**src/design/ebbl_pkg.sv**
```systemverilog
`timescale 1ns / 1ps
// ----------------------------------------------------------------------------
// ebbl_pkg
// Shared widths, limits and handshake structs of the line box blur block.
// ----------------------------------------------------------------------------
package ebbl_pkg;

  // field and state widths
  localparam int PIX_W  = 8;
  localparam int RAD_W  = 6;
  localparam int SUM_W  = 15;
  localparam int SEEN_W = 7;
  localparam int DIVR_W = 7;
  localparam int Q_W    = 8;

  // default largest radius
  localparam int MAX_RADIUS_DEF = 63;

  // pixel count saturates here
  localparam logic [SEEN_W-1:0] SEEN_MAX = '1;

  // request to the divider
  typedef struct packed {
    logic [SUM_W-1:0]  dividend;
    logic [DIVR_W-1:0] divisor;
    logic              last;
  } div_req_t;

  // result from the divider
  typedef struct packed {
    logic [Q_W-1:0] quot;
    logic           last;
  } div_res_t;

endpackage

```
**src/design/edge_normalized_box_blur_line.sv**
```systemverilog
`timescale 1ns / 1ps
// ----------------------------------------------------------------------------
// edge_normalized_box_blur_line
// Sliding box mean over one line of 8-bit pixels, window clipped to the line
// and divided by the true pixel count; results lag by the radius.
// ----------------------------------------------------------------------------
//  channel  | direction | data                 | marker
//  s_axis   | in        | tdata[7:0] pixel_in  | tlast end_of_line
//  m_axis   | out       | tdata[7:0] pixel_out | tlast last_of_line
//  cfg      | in        | cfg_data_i blur_rad. | -
//
//  A pixel that makes a result holds off the next pixel until the 8-step
//  divider is free; a pixel inside the lag skips it, and each flushed
//  result at line end also runs through it. One RAM holds the pixel ring,
//  one write and one read a cycle. No clearing pass: stale entries may be
//  read but never enter the sum. A stalled output holds one result in the
//  output register and one in the divider, and the next pixel waits.
// ----------------------------------------------------------------------------
module edge_normalized_box_blur_line #(
  parameter int MAX_RADIUS = ebbl_pkg::MAX_RADIUS_DEF
) (
  input  logic                       clk_i,
  input  logic                       rst_ni,
  // slave stream
  input  logic                       s_axis_tvalid,
  output logic                       s_axis_tready,
  input  logic [ebbl_pkg::PIX_W-1:0] s_axis_tdata,  // [7:0] pixel_in
  input  logic                       s_axis_tlast,
  // master stream
  output logic                       m_axis_tvalid,
  input  logic                       m_axis_tready,
  output logic [ebbl_pkg::PIX_W-1:0] m_axis_tdata,  // [7:0] pixel_out
  output logic                       m_axis_tlast,
  // config write
  input  logic                       cfg_valid_i,
  output logic                       cfg_ready_o,
  input  logic [ebbl_pkg::RAD_W-1:0] cfg_data_i
);

  localparam int RING_AW    = $clog2(2 * MAX_RADIUS + 2);
  localparam int RING_DEPTH = 1 << RING_AW;
  localparam int RAD_W      = ebbl_pkg::RAD_W;
  localparam int SEEN_W     = ebbl_pkg::SEEN_W;
  localparam int SUM_W      = ebbl_pkg::SUM_W;
  localparam int PIX_W      = ebbl_pkg::PIX_W;
  localparam logic [RAD_W-1:0] RAD_LIM = RAD_W'(MAX_RADIUS);

  typedef enum logic [2:0] {
    ST_IDLE,
    ST_SUB,
    ST_WAIT_N,
    ST_FL_RD,
    ST_FL_SUB,
    ST_WAIT_F
  } state_e;

  state_e              state_q, state_d;
  logic [RAD_W-1:0]    blur_radius_q, blur_radius_d;
  logic [RAD_W-1:0]    rad_q, rad_d;
  logic [SEEN_W-1:0]   seen_q, seen_d;
  logic [RING_AW-1:0]  ptr_q, ptr_d;
  logic [SUM_W-1:0]    sum_q, sum_d;
  logic [RAD_W-1:0]    k_q, k_d;
  logic                eol_q, eol_d;
  logic                out_valid_q, out_valid_d;
  logic [PIX_W-1:0]    out_data_q, out_data_d;
  logic                out_last_q, out_last_d;

  logic                ram_we;
  logic                ram_re;
  logic [RING_AW-1:0]  ram_raddr;
  logic [PIX_W-1:0]    ram_rdata;

  logic                div_start;
  ebbl_pkg::div_req_t  div_req;
  logic                div_busy;
  logic                div_rv;
  logic                div_take;
  ebbl_pkg::div_res_t  div_res;

  logic                accept;
  logic                finish;
  logic [RAD_W-1:0]    rad_new;
  logic [SEEN_W-1:0]   r7;
  logic [SEEN_W-1:0]   k7;
  logic [SEEN_W-1:0]   span_n;
  logic [SEEN_W-1:0]   span_r;
  logic [SEEN_W-1:0]   dist_f;
  logic [SEEN_W-1:0]   ofs;
  logic [SEEN_W-1:0]   ofs_min;
  logic [SEEN_W-1:0]   kcount;
  logic [SEEN_W-1:0]   nk;
  logic [SEEN_W-1:0]   nk_min;
  logic                res_en;
  logic                drop_n;
  logic                drop_f;
  logic [SUM_W-1:0]    rd_ext;
  logic [SUM_W-1:0]    sum_drop_n;
  logic [SUM_W-1:0]    sum_drop_f;

  // pixel ring
  ebbl_ram #(
    .WIDTH (PIX_W),
    .DEPTH (RING_DEPTH)
  ) u_ring (
    .clk_i   (clk_i),
    .we_i    (ram_we),
    .waddr_i (ptr_q),
    .wdata_i (s_axis_tdata),
    .re_i    (ram_re),
    .raddr_i (ram_raddr),
    .rdata_o (ram_rdata)
  );

  // mean divider
  ebbl_div u_div (
    .clk_i       (clk_i),
    .rst_ni      (rst_ni),
    .start_i     (div_start),
    .req_i       (div_req),
    .busy_o      (div_busy),
    .res_valid_o (div_rv),
    .res_ready_i (div_take),
    .res_o       (div_res)
  );

  // window geometry
  always_comb begin
    rad_new    = (blur_radius_q > RAD_LIM) ? RAD_LIM : blur_radius_q;
    r7         = {1'b0, rad_q};
    k7         = {1'b0, k_q};
    span_n     = {rad_new, 1'b1};
    span_r     = {rad_q, 1'b1};
    dist_f     = k7 + r7 + SEEN_W'(2);
    res_en     = seen_q >= r7;
    drop_n     = seen_q >= span_r;
    ofs        = seen_q - r7;
    ofs_min    = (ofs < r7) ? ofs : r7;
    kcount     = res_en ? r7 : (seen_q + 1'b1);
    nk         = seen_q - k7;
    nk_min     = (nk < r7) ? nk : r7;
    drop_f     = nk > r7;
    rd_ext     = SUM_W'(ram_rdata);
    sum_drop_n = drop_n ? (sum_q - rd_ext) : sum_q;
    sum_drop_f = drop_f ? (sum_q - rd_ext) : sum_q;
  end

  assign s_axis_tready = (state_q == ST_IDLE);
  assign accept        = s_axis_tvalid & s_axis_tready;
  assign cfg_ready_o   = 1'b1;
  assign div_take      = div_rv & (~out_valid_q | m_axis_tready);

  // sequencer and output register
  always_comb begin
    state_d       = state_q;
    blur_radius_d = blur_radius_q;
    rad_d         = rad_q;
    seen_d        = seen_q;
    ptr_d         = ptr_q;
    sum_d         = sum_q;
    k_d           = k_q;
    eol_d         = eol_q;
    out_valid_d   = out_valid_q;
    out_data_d    = out_data_q;
    out_last_d    = out_last_q;
    ram_we        = 1'b0;
    ram_re        = 1'b0;
    ram_raddr     = ptr_q;
    div_start     = 1'b0;
    div_req       = '0;
    finish        = 1'b0;

    if (cfg_valid_i) begin
      blur_radius_d = cfg_data_i;
    end

    // output register
    if (out_valid_q && m_axis_tready) begin
      out_valid_d = 1'b0;
    end
    if (div_take) begin
      out_valid_d = 1'b1;
      out_data_d  = div_res.quot;
      out_last_d  = div_res.last;
    end

    case (state_q)
      ST_IDLE: begin
        // write new pixel, fetch the one leaving the window
        if (accept) begin
          ram_we    = 1'b1;
          ram_re    = 1'b1;
          if (seen_q == '0) begin
            rad_d     = rad_new;
            ram_raddr = ptr_q - span_n[RING_AW-1:0];
          end else begin
            ram_raddr = ptr_q - span_r[RING_AW-1:0];
          end
          ptr_d   = ptr_q + 1'b1;
          sum_d   = sum_q + SUM_W'(s_axis_tdata);
          eol_d   = s_axis_tlast;
          state_d = ST_SUB;
        end
      end
      ST_SUB: begin
        sum_d = sum_drop_n;
        if (res_en) begin
          div_start        = 1'b1;
          div_req.dividend = sum_drop_n;
          div_req.divisor  = ofs_min + r7 + 1'b1;
          div_req.last     = eol_q & (rad_q == '0);
          state_d          = ST_WAIT_N;
        end else if (eol_q) begin
          k_d     = RAD_W'(kcount - 1'b1);
          state_d = ST_FL_RD;
        end else begin
          finish  = 1'b1;
        end
      end
      ST_WAIT_N: begin
        if (!div_busy) begin
          if (eol_q && kcount != '0) begin
            k_d     = RAD_W'(kcount - 1'b1);
            state_d = ST_FL_RD;
          end else begin
            finish = 1'b1;
          end
        end
      end
      ST_FL_RD: begin
        ram_re    = 1'b1;
        ram_raddr = ptr_q - dist_f[RING_AW-1:0];
        state_d   = ST_FL_SUB;
      end
      ST_FL_SUB: begin
        sum_d            = sum_drop_f;
        div_start        = 1'b1;
        div_req.dividend = sum_drop_f;
        div_req.divisor  = nk_min + k7 + 1'b1;
        div_req.last     = (k_q == '0);
        state_d          = ST_WAIT_F;
      end
      ST_WAIT_F: begin
        if (!div_busy) begin
          if (k_q == '0) begin
            finish = 1'b1;
          end else begin
            k_d     = k_q - 1'b1;
            state_d = ST_FL_RD;
          end
        end
      end
      default: begin
        state_d = ST_IDLE;
      end
    endcase

    // end of pixel work, line state returns to zero at line end
    if (finish) begin
      state_d = ST_IDLE;
      if (eol_q) begin
        sum_d  = '0;
        seen_d = '0;
        ptr_d  = '0;
      end else if (seen_q != ebbl_pkg::SEEN_MAX) begin
        seen_d = seen_q + 1'b1;
      end
    end
  end

  // state and registered outputs
  always_ff @(posedge clk_i or negedge rst_ni) begin
    if (!rst_ni) begin
      state_q       <= ST_IDLE;
      blur_radius_q <= '0;
      rad_q         <= '0;
      seen_q        <= '0;
      ptr_q         <= '0;
      sum_q         <= '0;
      k_q           <= '0;
      eol_q         <= 1'b0;
      out_valid_q   <= 1'b0;
    end else begin
      state_q       <= state_d;
      blur_radius_q <= blur_radius_d;
      rad_q         <= rad_d;
      seen_q        <= seen_d;
      ptr_q         <= ptr_d;
      sum_q         <= sum_d;
      k_q           <= k_d;
      eol_q         <= eol_d;
      out_valid_q   <= out_valid_d;
    end
  end

  // output payload
  always_ff @(posedge clk_i) begin
    out_data_q <= out_data_d;
    out_last_q <= out_last_d;
  end

  assign m_axis_tvalid = out_valid_q;
  assign m_axis_tdata  = out_data_q;
  assign m_axis_tlast  = out_last_q;

endmodule

```
**src/design/ebbl_ram.sv**
```systemverilog
`timescale 1ns / 1ps
// ----------------------------------------------------------------------------
// ebbl_ram
// Generic simple dual port RAM, one write port, one registered read port.
// ----------------------------------------------------------------------------
module ebbl_ram #(
  parameter int WIDTH = 8,
  parameter int DEPTH = 128
) (
  input  logic                     clk_i,
  input  logic                     we_i,
  input  logic [$clog2(DEPTH)-1:0] waddr_i,
  input  logic [WIDTH-1:0]         wdata_i,
  input  logic                     re_i,
  input  logic [$clog2(DEPTH)-1:0] raddr_i,
  output logic [WIDTH-1:0]         rdata_o
);

  logic [WIDTH-1:0] mem_q [DEPTH];
  logic [WIDTH-1:0] rdata_q;

  // write port
  always_ff @(posedge clk_i) begin
    if (we_i) begin
      mem_q[waddr_i] <= wdata_i;
    end
  end

  // registered read port
  always_ff @(posedge clk_i) begin
    if (re_i) begin
      rdata_q <= mem_q[raddr_i];
    end
  end

  assign rdata_o = rdata_q;

endmodule

```
**src/design/ebbl_div.sv**
```systemverilog
`timescale 1ns / 1ps
// ----------------------------------------------------------------------------
// ebbl_div
// Restoring divider, one quotient bit per cycle, result held until taken.
// ----------------------------------------------------------------------------
module ebbl_div (
  input  logic              clk_i,
  input  logic              rst_ni,
  input  logic              start_i,
  input  ebbl_pkg::div_req_t req_i,
  output logic              busy_o,
  output logic              res_valid_o,
  input  logic              res_ready_i,
  output ebbl_pkg::div_res_t res_o
);

  localparam int CNT_W = $clog2(ebbl_pkg::Q_W);
  localparam logic [CNT_W-1:0] CNT_LAST = CNT_W'(ebbl_pkg::Q_W - 1);

  logic                        run_q, run_d;
  logic                        rv_q, rv_d;
  logic [CNT_W-1:0]            cnt_q, cnt_d;
  logic [ebbl_pkg::SUM_W-1:0]  rem_q, rem_d;
  logic [ebbl_pkg::SUM_W-1:0]  dsh_q, dsh_d;
  logic [ebbl_pkg::Q_W-1:0]    quot_q, quot_d;
  logic                        last_q, last_d;
  logic                        geq;

  // one compare and subtract per step
  always_comb begin
    run_d  = run_q;
    rv_d   = rv_q;
    cnt_d  = cnt_q;
    rem_d  = rem_q;
    dsh_d  = dsh_q;
    quot_d = quot_q;
    last_d = last_q;
    geq    = rem_q >= dsh_q;
    if (rv_q && res_ready_i) begin
      rv_d = 1'b0;
    end
    if (start_i) begin
      run_d  = 1'b1;
      cnt_d  = '0;
      rem_d  = req_i.dividend;
      dsh_d  = ebbl_pkg::SUM_W'({req_i.divisor, {(ebbl_pkg::Q_W-1){1'b0}}});
      quot_d = '0;
      last_d = req_i.last;
    end else if (run_q) begin
      if (geq) begin
        rem_d = rem_q - dsh_q;
      end
      quot_d = {quot_q[ebbl_pkg::Q_W-2:0], geq};
      dsh_d  = dsh_q >> 1;
      cnt_d  = cnt_q + 1'b1;
      if (cnt_q == CNT_LAST) begin
        run_d = 1'b0;
        rv_d  = 1'b1;
      end
    end
  end

  // control state
  always_ff @(posedge clk_i or negedge rst_ni) begin
    if (!rst_ni) begin
      run_q <= 1'b0;
      rv_q  <= 1'b0;
      cnt_q <= '0;
    end else begin
      run_q <= run_d;
      rv_q  <= rv_d;
      cnt_q <= cnt_d;
    end
  end

  // datapath
  always_ff @(posedge clk_i) begin
    rem_q  <= rem_d;
    dsh_q  <= dsh_d;
    quot_q <= quot_d;
    last_q <= last_d;
  end

  assign busy_o      = run_q | rv_q;
  assign res_valid_o = rv_q;
  assign res_o.quot  = quot_q;
  assign res_o.last  = last_q;

endmodule

```
**config.mk**
```make
export PLATFORM = sky130hd
export DESIGN_NAME = edge_normalized_box_blur_line
export DESIGN_NICKNAME = d
export VERILOG_FILES = /design/src/design/ebbl_pkg.sv /design/src/design/edge_normalized_box_blur_line.sv /design/src/design/ebbl_ram.sv /design/src/design/ebbl_div.sv
export SDC_FILE = /design/constraint.sdc
export NUM_CORES = 2
export LEC_CHECK = 0
export BUFFER_PORTS_ARGS = -buffer_cell sky130_fd_sc_hd__buf_2
export CELL_PAD_IN_SITES_DETAIL_PLACEMENT = 0
export CELL_PAD_IN_SITES_GLOBAL_PLACEMENT = 1
export CORE_MARGIN = 2
export CORE_UTILIZATION = 56
export CTS_BUF_LIST = sky130_fd_sc_hd__clkbuf_8
export DETAILED_ROUTE_END_ITERATION = 7
export PLACE_DENSITY = 0.92
export SLEW_MARGIN = 20
export SYNTH_ARGS = -nofsm -noshare
export SYNTH_HDL_FRONTEND = slang
export SYNTH_SLANG_ARGS = --single-unit
```
**constraint.sdc**
```tcl
create_clock -name clk_i -period 6.1 [get_ports clk_i]
set_input_delay 0 -clock clk_i [delete_from_list [all_inputs] [get_ports clk_i]]
set_output_delay 0 -clock clk_i [all_outputs]
set_load 0.005 [all_outputs]
```
=== After elaboration in Yosys (flattened, before gate mapping) ===
Memory sizes are Yosys's and may differ from the RTL's. A register that Yosys moved wholly into a read port is not among the register bits.
Index checks and enable logic that the tools add are counted.

* Bits in registers: 104
* Bits of input ports: 20
* Memories: 1
* RAM bits: 1024
* Output and inout port bits: 12
* Word-level logic and storage cells: 157

{| class="wikitable"
|+ Memories
! memory !! depth !! bits a word !! rd ports !! clocked after memory_dff !! wr ports !! line !! text
|-
| u_ring.mem_q || 128 || 8 || 1 || 1 || 1 || ebbl_ram.sv:19 || <nowiki>logic [WIDTH-1:0] mem_q [DEPTH];</nowiki>
|}

* Bitwise gates (word level): 6
* Multiplexer cells: 67
* Order comparisons: 7
* Add/sub/neg operators: 19
* Reductions and logical operators: 19
* Equality and inequality tests: 19

{| class="wikitable"
|+ Operator list
! operator !! number
|-
| $mux 15 || 8
|-
| $mux 7 || 11
|-
| $pmux 23 s2 || 1
|-
| $pmux 15 s3 || 1
|-
| $mux 6 || 7
|-
| $mux 3 || 10
|-
| $add 7x1->7 const B || 4
|-
| $mux 14 || 2
|-
| $mux 23 || 1
|-
| $sub 7x7->7 || 3
|-
| $mux 1 || 20
|-
| $pmux 3 s6 || 1
|-
| $pmux 6 s3 || 1
|-
| $add 15x8->15 || 1
|-
| $ge 15x14->1 || 1
|-
| $sub 15x14->15 || 1
|-
| $sub 15x8->15 || 1
|-
| $add 7x6->7 || 2
|-
| $lt 7x6->1 || 2
|-
| $pmux 7 s2 || 1
|-
| $sub 7x6->7 || 2
|-
| $logic_not 6->1 || 2
|-
| $ne 2x2->1 const B || 6
|-
| $ne 3x3->1 const B || 4
|-
| other kinds (29) || 44
|}

=== Logic depth before layout (Yosys ltp) ===
* Word-level depth: 9
* Gate-level depth with buffers: 24
* Mapped depth without buffers: 24

=== By module ===
A second synthesis with hierarchy kept.

* Cell total of the unflattened synthesis: 2707
* Area, all modules: 49037.0 µm²

{| class="wikitable"
|+ By module, submodules not included
! module !! cells each !! area an instance (µm²) !! instances
|-
| ebbl_ram || 1635 || 39745.6 || 1
|-
| edge_normalized_box_blur_line || 806 || 6781.5 || 1
|-
| ebbl_div || 266 || 2509.9 || 1
|}

=== Worst setup path before layout ===
Ideal clock, no wire load.

* Path type: register to register
* From: register seen_q[2]
* To: register u_ring.rdata_q[4], in the netlist u_ring.rdata_o[4], read port of u_ring.mem_q, data pin
* Buffers on the path: 5
* Data required time: 5841 ps
* Cell stages (with the launch flop): 19
* Period minus slack after synthesis: 4386 ps
* Arrival: 4127 ps
* Setup time: 259 ps
* Setup slack: 1714 ps
* Path through: dfrtp_1 clkbuf_1 nor4_1 nand3b_1 mux2i_1 inv_1 fa_1 or3_1 a21oi_1 a21o_1 buf_2 buf_2 buf_2 buf_1 mux4_2 o22ai_1 nor2_1 o2bb2ai_1 nor4_1

* Longest elaborated chain between the ends: 4

{| class="wikitable"
|+ RTL lines
! item !! line !! text
|-
| start, declared || edge_normalized_box_blur_line.sv:60 || <nowiki>logic [SEEN_W-1:0] seen_q, seen_d;</nowiki>
|-
| start signal, assigned || edge_normalized_box_blur_line.sv:287 || <nowiki>seen_q <= seen_d;</nowiki>
|-
| $logic_not 7->1 || edge_normalized_box_blur_line.sv:193 || <nowiki>if (seen_q == '0) begin</nowiki>
|-
| $mux 7 || edge_normalized_box_blur_line.sv:193 ||
|-
| $mux 7 || edge_normalized_box_blur_line.sv:190 || <nowiki>if (accept) begin</nowiki>
|-
| $pmux 7 s2 || edge_normalized_box_blur_line.sv:187 || <nowiki>case (state_q)</nowiki>
|-
| end, declared || ebbl_ram.sv:20 || <nowiki>logic [WIDTH-1:0] rdata_q;</nowiki>
|}

Every way passes these cells.
A chain may end at the register's enable or synchronous reset.

=== Final worst setup path ===
* From: register seen_q[0]
* To: register u_ring.rdata_q[2], in the netlist u_ring.rdata_o[2], read port of u_ring.mem_q, data pin

Same word-level chain as after synthesis.

==> flow_summary.ini <==
[floorplan]
die_area_um2 = 90200
die_h_um = 300
rows = 108
die_w_um = 300
boundaryPins = 32
initial_core_util_pct = 56.6
coreArea_um2 = 86900

[critical_path]
r2r-end = u_ring.rdata_o[2]
path_max_fanout = 17
cp.arrival_ns = 6.18
timing.rr.start = seen_q[0]
path_class = flip-flop to flip-flop
endpoint = u_ring.rdata_o[2]
crit_start = seen_q[0]
critPathLaunchType = flip-flop
cp-end-kind = flip-flop
critPathRequiredTime_ns = 6.76
reg2reg_slack_ns = 0.58
rr_worst_depth = 15

[sta]
timing.slew.headroom_pct = 26.6
hold_viol_final = 0
slew_viol_final = 0
period_share_pct = 90.6
clock_skew_ns = 0.0563
setup-violations-final = 0
setup-tns-final_ns = 0
worst_pin_slew_ns = 1.10
min_period_ns = 5.52
rsz0062_at_grt = false
fin_ws_ns = 0.576
max_clock_freq_mhz = 181

[routing]
vias_per_cell = 6.37
drc = 0
drt_pass1_iterations = 7
via_count = 30400
drt_wl_total_mm = 122
ant_nets = 0
wl_per_cell_um = 25.5
drtIter0Drc = 3613

[logic_synthesis]
yosysUniqueCellTypes = 88
synth_nets = 3464
yosysTopAreaCellShare_pct = 65.0
async_flop_share_pct = 5.02
synthTopCellsByCount = 1,064 x edfxtp_1, 472 x nand2_1, 226 x nor2_1, 159 x a21oi_1, 130 x mux4_2
syn_inst = 3340
synth_edf_count = 1064
syn_avg_cell_area_um2 = 14.7
synth_area_um2 = 49200
yosysWarnings = 0
yosysTopAreaCell = edfxtp_1
synth.most_common_cell = edfxtp_1
yosys_most_used_dff = edfxtp_1
ys_top_cells_by_area = edfxtp_1 65%, mux4_2 6.0%, nand2_1 3.6%
ys_seq_elements = 1136
ys_seq_area_share_pct = 68.5

[placed_design]
hpwl_mm = 74.2
portBuffers = 30
dp_cells = 4413
gp_congestion = 0.902
place_ws_ns = 0.642
placed_cell_area_um2 = 50500

[final_layout]
fin_area_um2 = 54400
fillers = 6158
final_nets = 3596
final_cells = 4774
areaGrowthSynthToFinish_pct = 10.7
drive_above_1_share_pct = 14.3

[global_route]
grt-ovfl-total = 0
antenna_found_initial = 4
grt_pass1_vias = 30100
track_usage_pct = 27.2
grt_pass1_wl_mm = 184
grt_max_degree = 125

[cts]
cts_tree = built
cts_buffers = 176
htree_levels = 4
clockRootBuffer = clkbuf_8
clk_path_buf_depth = 3
cts.clk_slew.worst_paths_ns = 0.06
cts.sinks = 1136
clk_latency_ns = 0.87

[run]
drv_cap = 0

[outcome]
status = finished clean

[power]
leakage_nw = 18.9
max-vdd-ir-drop_uv = 597
p_total_mw = 29.8
power_density_nw_per_um2 = 548

[worst_hold_path]
min_from = s_axis_tdata[1]
hold_path.class = input port to flip-flop
[through the flow]
stage          hold WS (ns)  utilization (%)
3_3_place_gp          0.235             58.2
4_1_cts               0.153             62.6
2_1_floorplan        -0.296                -
3_5_place_dp          0.231             58.2
5_1_grt               0.203             62.6
6_report              0.188             62.6
[power breakdown]
group / switching [mW] / internal [mW]
Combinational: 8.60 / 5.43
Clock: 3.06 / 3.32
Sequential: 0.363 / 9.03
Total: 12.0 / 17.8
[kinds of logic (layout without fill, tap and decap cells)]
| kind of cell | after synthesis | after routing | synth area share, % |
|---|---|---|---|
| buffers and inverters | 265 | 541 | 2.61 |
| other | 1 | 4 | 0.00763 |
| DFF | 1136 | 1136 | 68.5 |
| muxes | 212 | 212 | 7.68 |
| xor gates and xnor gates | 67 | 67 | 1.19 |
| adders and majority gates | 104 | 104 | 2.87 |
| and+or+nand+nor | 893 | 893 | 7.78 |
| AOI/OAI and AO/OA | 662 | 662 | 9.38 |
[per-layer routing]
metal  vias up  global-route usage [%]  wire [um]
met5         -                       0         22
met4         4                    11.7       4800
met3       330                    6.75      12500
met2      1760                    43.5      58800
met1     15000                    35.9      45700
li1      13300                       -          -
[area by class of cell]
cell class | instances | area (um2) | area share, %
antenna | 3 | 7.51 | 0.0138
clock buffer | 178 | 2450 | 4.50
clock inverter | 144 | 1060 | 1.95
inverter | 73 | 274 | 0.503
multi-input combinational | 1939 | 14200 | 26.2
sequential | 1136 | 33700 | 61.9
tap | 1155 | 1450 | 2.65
timing repair buffer | 146 | 1270 | 2.33
[cells in the final DEF (no fill, tap or decap), types with 11 or more instances in the layout]
master         netlist  final
edfxtp_1          1064   1064
nand2_1            472    472
nor2_1             226    225
clkbuf_8             0    178
a21oi_1            159    158
mux4_2             130    130
inv_1               71    122
a32oi_1             97     97
ha_1                89     89
o22ai_1             88     88
buf_4               22     77
o21ai_0             61     60
mux2i_1             58     58
dfrtp_1             57     57
xnor2_1             44     44
a31oi_1             43     43
nand3_1             42     42
clkinv_1             0     39
dlygate4sd3_1        0     36
nor3_1              30     30
clkinv_2             0     25
mux2_2              24     24
o211a_1             24     24
and3_1              24     24
xor2_1              23     23
a22oi_1             23     23
o22a_1              22     22
buf_2               53     22
a21o_1              21     20
nor2b_1             19     19
o221ai_1            17     17
o211ai_1            15     15
fa_1                15     15
dfxtp_1             15     15
nand2b_1            14     14
o21a_1              13     13
bufinv_16            0     13
nor4_1              11     11
buf_12               0     11
[worst max-delay path: stages, from the launching register on]
cell      delay, ns
dfrtp_1        0.53
inv_1          0.15
ha_1           0.22
nand3b_1       0.34
mux2i_1        0.35
inv_1          0.09
fa_1           0.41
nor2b_1        0.17
o21ai_0        0.13
xnor2_1        0.18
a211oi_4       0.59
or2_1          0.70
o22ai_1        0.20
o211a_1        0.27
or4_1          0.64
nor4_1         0.38
[worst min path at each step]
stage | cells past startpoint | to | slack, ns
after floorplan | 0 | blur_radius_q[0] | -0.30
after global routing | 2 | u_ring.mem_q[42][1] | 0.20
after CTS | 2 | u_ring.mem_q[94][6] | 0.15
after detailed placement | 2 | seen_q[6] | 0.23
final | 2 | u_ring.mem_q[42][1] | 0.19
after global placement | 2 | seen_q[6] | 0.23
[sequential cells by signal, indices dropped and copies added (netlist names)]
register	flops
u_ring.mem_q	1024
sum_q	15
u_div.rem_q	15
u_div.dsh_q	14
m_axis_tdata	8
u_div.quot_q	8
u_ring.rdata_o	8
ptr_q	7
seen_q	7
blur_radius_q	6
k_q	6
rad_q	6
state_q	3
u_div.cnt_q	3
eol_q	1
m_axis_tlast	1
m_axis_tvalid	1
u_div.last_q	1
u_div.res_valid_o	1
u_div.run_q	1
[repair_timing]
item | 4_1_cts | 5_1_grt
endpoints found under the hold margin | 491 | 0
hold buffers | 36 | 0
setup buffers | 0 | 0
resized for setup | 0 | 0
(Power assumes the default switching activity.)
